### src/glos_pkg.sv
// Shared widths, codes and types for the grid line-of-sight unit.
`default_nettype none

package glos_pkg;

  localparam int ROW_W   = 6;
  localparam int COL_W   = 8;
  localparam int CODE_W  = 4;
  localparam int COORD_W = 8;
  localparam int DELTA_W = COORD_W + 1;
  localparam int ACC_W   = 18;

  localparam int MAP_ROWS_DEF = 64;
  localparam int MAP_COLS_DEF = 256;

  localparam logic [CODE_W-1:0] THRESH_RESET = 4'd8;

  localparam logic ACT_WRITE = 1'b0;
  localparam logic ACT_QUERY = 1'b1;

  typedef logic signed [ACC_W-1:0] acc_t;

  // Outcome of one accumulator step.
  typedef struct packed {
    logic minor;  // take a step on the minor axis
    logic extra;  // minor step happens before the major step: extra cell read
    acc_t acc;    // accumulator after the step
  } step_t;

endpackage

`default_nettype wire

### src/glos_step.sv
// Shared accumulator unit: add, compare against the midpoint, wrap.
`default_nettype none

module glos_step (
  input  glos_pkg::acc_t  acc,
  input  glos_pkg::acc_t  addend,
  input  glos_pkg::acc_t  half,
  input  glos_pkg::acc_t  full,
  output glos_pkg::step_t step
);

  glos_pkg::acc_t sum;

  assign sum = acc + addend;

  always_comb begin
    step.minor = (sum >= half);
    step.extra = (sum > half);
    step.acc   = step.minor ? sum - full : sum;
  end

endmodule

`default_nettype wire

### config.mk
export PLATFORM = sky130hd
export DESIGN_NAME = glos_step
export DESIGN_NICKNAME = d
export VERILOG_FILES = /design/src/glos_pkg.sv /design/src/glos_step.sv
export SDC_FILE = /design/constraint.sdc
export NUM_CORES = 1
export LEC_CHECK = 0
export BUFFER_PORTS_ARGS = -buffer_cell sky130_fd_sc_hd__buf_4
export CAP_MARGIN = 20
export CORE_MARGIN = 10
export CORE_UTILIZATION = 52
export DETAILED_ROUTE_END_ITERATION = 8
export GPL_TIMING_DRIVEN = 0
export MAX_ROUTING_LAYER = met4
export PLACE_DENSITY = 0.85
export SYNTH_ARGS = -nofsm -noshare
export SYNTH_HDL_FRONTEND = slang
export SYNTH_SLANG_ARGS = --single-unit
### constraint.sdc
create_clock -name vclk -period 5.1
set_input_delay 0.255 -clock vclk [all_inputs]
set_output_delay 0.255 -clock vclk [all_outputs]
set_load 0.05 [all_outputs]
### Word level (Yosys, flattened, before mapping)

Cells that the tools add are included.

| storage, ports and cells | value |
|---|---|
| word-level logic and storage cells | 5 |
| output and inout port bits | 20 |
| register bits | 0 |

| operators by class | value |
|---|---|
| $add $sub $neg | 2 |
| multiplexer cells | 1 |
| order comparisons | 2 |

Operator list:

| operator | number |
|---|---|
| adder 18 bit | 1 |
| greater-or-equal comparator 18 bit | 1 |
| greater-than comparator 18 bit | 1 |
| 2-to-1 mux 18 bit | 1 |
| subtractor 18 bit | 1 |

### Longest topological paths before layout

| depth | value |
|---|---|
| depth after elaboration | 3 |
| gate-level depth with buffers | 19 |

### Worst setup path after synthesis

OpenSTA, ideal clock, no wires.

| path | value |
|---|---|
| path type | input port to output port |
| start point | in acc[4] |
| end point | out step[4] (netlist name) |
| path slack | 0.452 ns |
| stages on the path | 15 |
| path buffers | 1 |
| arrival | 4.393 ns |
| path through | ha_1 > or3_4 > or2_1 > o22ai_4 > o21ai_2 > o211a_1 > o311a_1 > ha_1 > nand4_1 > nor2_1 > a311oi_1 > o211a_1 > a31o_1 > buf_2 > o31ai_1 |

RTL lines:

| item | RTL line | RTL |
|---|---|---|
| start, declared | glos_step.sv:5 | `input glos_pkg::acc_t acc,` |
| end, declared | glos_step.sv:9 | `output glos_pkg::step_t step` |

==> out/qor.yml <==
run_status:
  status: "complete, no violations"
timing:
  rsz0062_at_grt: "false"
  drv_slew: 0
  layout_min_cycle_time_ns: 4.802
  tightestPinTransition_ns: 0.4025
  setup_tns_ns: 0
  hold_viol_final: 0
  fin_crit_sh: 0.9415
  fmax_ghz: 0.2083
  finalSetupViolations: 0
  hold_slack_ns: 0.9566
  max_slew_margin: 0.7240
drt:
  ant_nets: 0
  wl_mm: 7.288
  first_pass_iters: 4
  drt_iter0_markers: 101
  num_vias: 2780
  drc: 0
  via_per_inst: 5.804
  routedWlPerCell_um: 15.22
layout:
  finalNonFillerCells: 479
  antenna_cells: 0
  final.clkbuf_count: 0
  drive_above_1_share: 0.2436
  ff_latch_area_um2: 0
  fin_area_mm2: 0.003118
  num-nets-final: 555
  layout_common_cells: "buf_4 (92), ha_1 (52), inv_1 (49)"
  seq_cell_count: 0
  area_growth_pct: 32.41
  final_common_cell: "buf_4"
global_routing:
  gr-total-overflow: 0
  grt_pass1_wl_mm: 11.72
  antenna_found_initial: 0
  grt_max_degree: 11
  grt_use_total: 0.1812
  grt_pass1_vias: 2709
synth:
  ys_seq_area_frac: 0
  synth_top_area_frac: 0.2763
  syn_inst: 335
  synth_cell_type_count: 54
  synthTopCellsByArea: "ha_1 (28%), inv_1 (7.8%), xnor2_1 (5.6%), a21oi_1 (5.1%), a21o_1 (4.8%)"
  synth_nets: 461
  synth_compound_area_frac: 0.3555
  yosysWarnings: 0
  synth_top_area_cell: "ha_1"
  synth_adder_area_share: 0.2933
  synthMuxAreaShare: 0.02338
  synth_top_family_by_area: "compound AO/OA/AOI/OAI gates"
  yosys.area_share.simple: 0.1498
  synth_xor_area_frac: 0.09299
  syn_area_mm2: 0.002355
  syn_avg_cell_area_um2: 7.029
pwr:
  power_switching_w: 0.0007629
  total_power_w: 0.001182
  combPwrFrac: 1.000
  p_int_w: 0.0004187
  swShare: 0.6456
  power_density_mw_per_mm2: 379.0
  leakage_nw: 1.691
  seqPwrFrac: 0
  peakVddDrop_v: 0.0002711
  pwr-share-clk: 0
placed_design:
  place_congestion: 0.9170
  io_buffers: 92
  place_area_mm2: 0.003110
  dp_hpwl_mm: 6.446
  placed_cells: 479
floorplan:
  coreArea_mm2: 0.004384
  die_height_um: 87.30
  fp.dieW_um: 87.30
  rows: 24
  ioPinCount: 92
  die_area_mm2: 0.007620
  start_util: 0.5371
critical_path:
  slowest_stage: "fa_1"
  start_kind: "primary input"
  cp_data_required_time_ns: 4.85
  path_buf_inv: 5
  endpoint_kind: "output port"
  path_max_fanout: 10
  crit_path_cell_trace: "buf_4 -> ha_1 -> inv_1 -> fa_1 -> nor2b_1 -> o31a_1 -> o22ai_4 -> o21ai_2 -> nand2_1 -> mux2i_1 -> ha_1 -> nand4_1 -> nor2_1 -> a311oi_1 -> o211a_1 -> a31o_1 -> buf_2 -> clkbuf_2 -> nand2_1 -> o21ai_1 -> buf_4"
  cp_slowest_stage_delay_ns: 0.41
  crit_family: "compound AO/OA/AOI/OAI gates"
  critical_path_class: "in2out"
  critPathArrivalTime_ns: 4.55
worst_hold_path:
  hp-class: "in2out"
run:
  max_cap_violations: 0
clock_network:
  post_cts_buffers: 0
## power by group through the flow
stage                     sequential, W  clock [W]  combinational, W
after floorplan                       0          0          0.000851
after global placement                0          0           0.00115
after detailed placement              0          0           0.00118
after CTS                             0          0           0.00118
after global routing                  0          0           0.00127
final                                 0          0           0.00118
## timing repair
item                                    CTS  global route
hold buffers                              0             0
hold endpoints to repair                  0             0
resized for setup                         0             3
endpoints found under the setup margin    0            11
## final timing paths
kind,startpoint,end,slack (ns),cells after the start
max,acc[0],step[12],0.30,21
min,full[0],step[0],0.96,4
## tightest hold or removal path, stage by stage
cell and delay [ns]:
buf_4 0.08, ha_1 0.12, o21ai_1 0.06, buf_4 0.18
## stage by stage
step,worst slack (ns),utilization
after floorplan,0.4516,-
after global placement,0.1646,0.7095
after detailed placement,0.1630,0.7095
after CTS,0.1565,0.7095
after global routing,0.02877,0.7112
final,0.2981,0.7112
## routing by layer
layer  vias to the layer above  routed length, um  track usage
met1                      1267               2969       0.2049
met5                         -                  0            -
met3                        16                369      0.01498
li1                       1408                  -            -
met4                         0                124      0.02609
met2                        89               3824       0.3399
## logic make-up (layout without fill, tap and decap cells)
logic type | after synthesis | count (layout)
xor gates and xnor gates | 25 | 25
and+or+nand+nor | 77 | 77
AOI/OAI and AO/OA | 121 | 121
adders and majority gates | 54 | 54
muxes | 5 | 5
buffers and inverters | 53 | 145
## cell type report
cell class                 instances  area [um^2]
timing repair buffer              92        690.7
fill                             387         1266
buffer                             3        15.01
multi-input combinational        282         2160
inverter                          50        187.7
tap                               52        65.06
## cells in the mapped netlist (2+ instances only)
library cell,number
ha_1,52
inv_1,49
nand2_1,27
a21oi_1,24
nor2_1,24
o21ai_0,17
a21o_1,15
xnor2_1,15
o21ai_1,11
xor2_1,10
o21a_1,9
a211oi_1,7
nand4_1,7
a31oi_1,4
nand3_1,4
mux2_1,3
nor2b_1,3
nor3_1,3
o211a_1,3
o21bai_1,3
a21boi_0,2
a22o_1,2
and3_1,2
buf_1,2
fa_1,2
nand2b_1,2
o211ai_1,2
o22a_1,2
o311a_1,2
o31a_1,2
o31ai_1,2
Note: power is estimated with default switching activity, not from simulation.
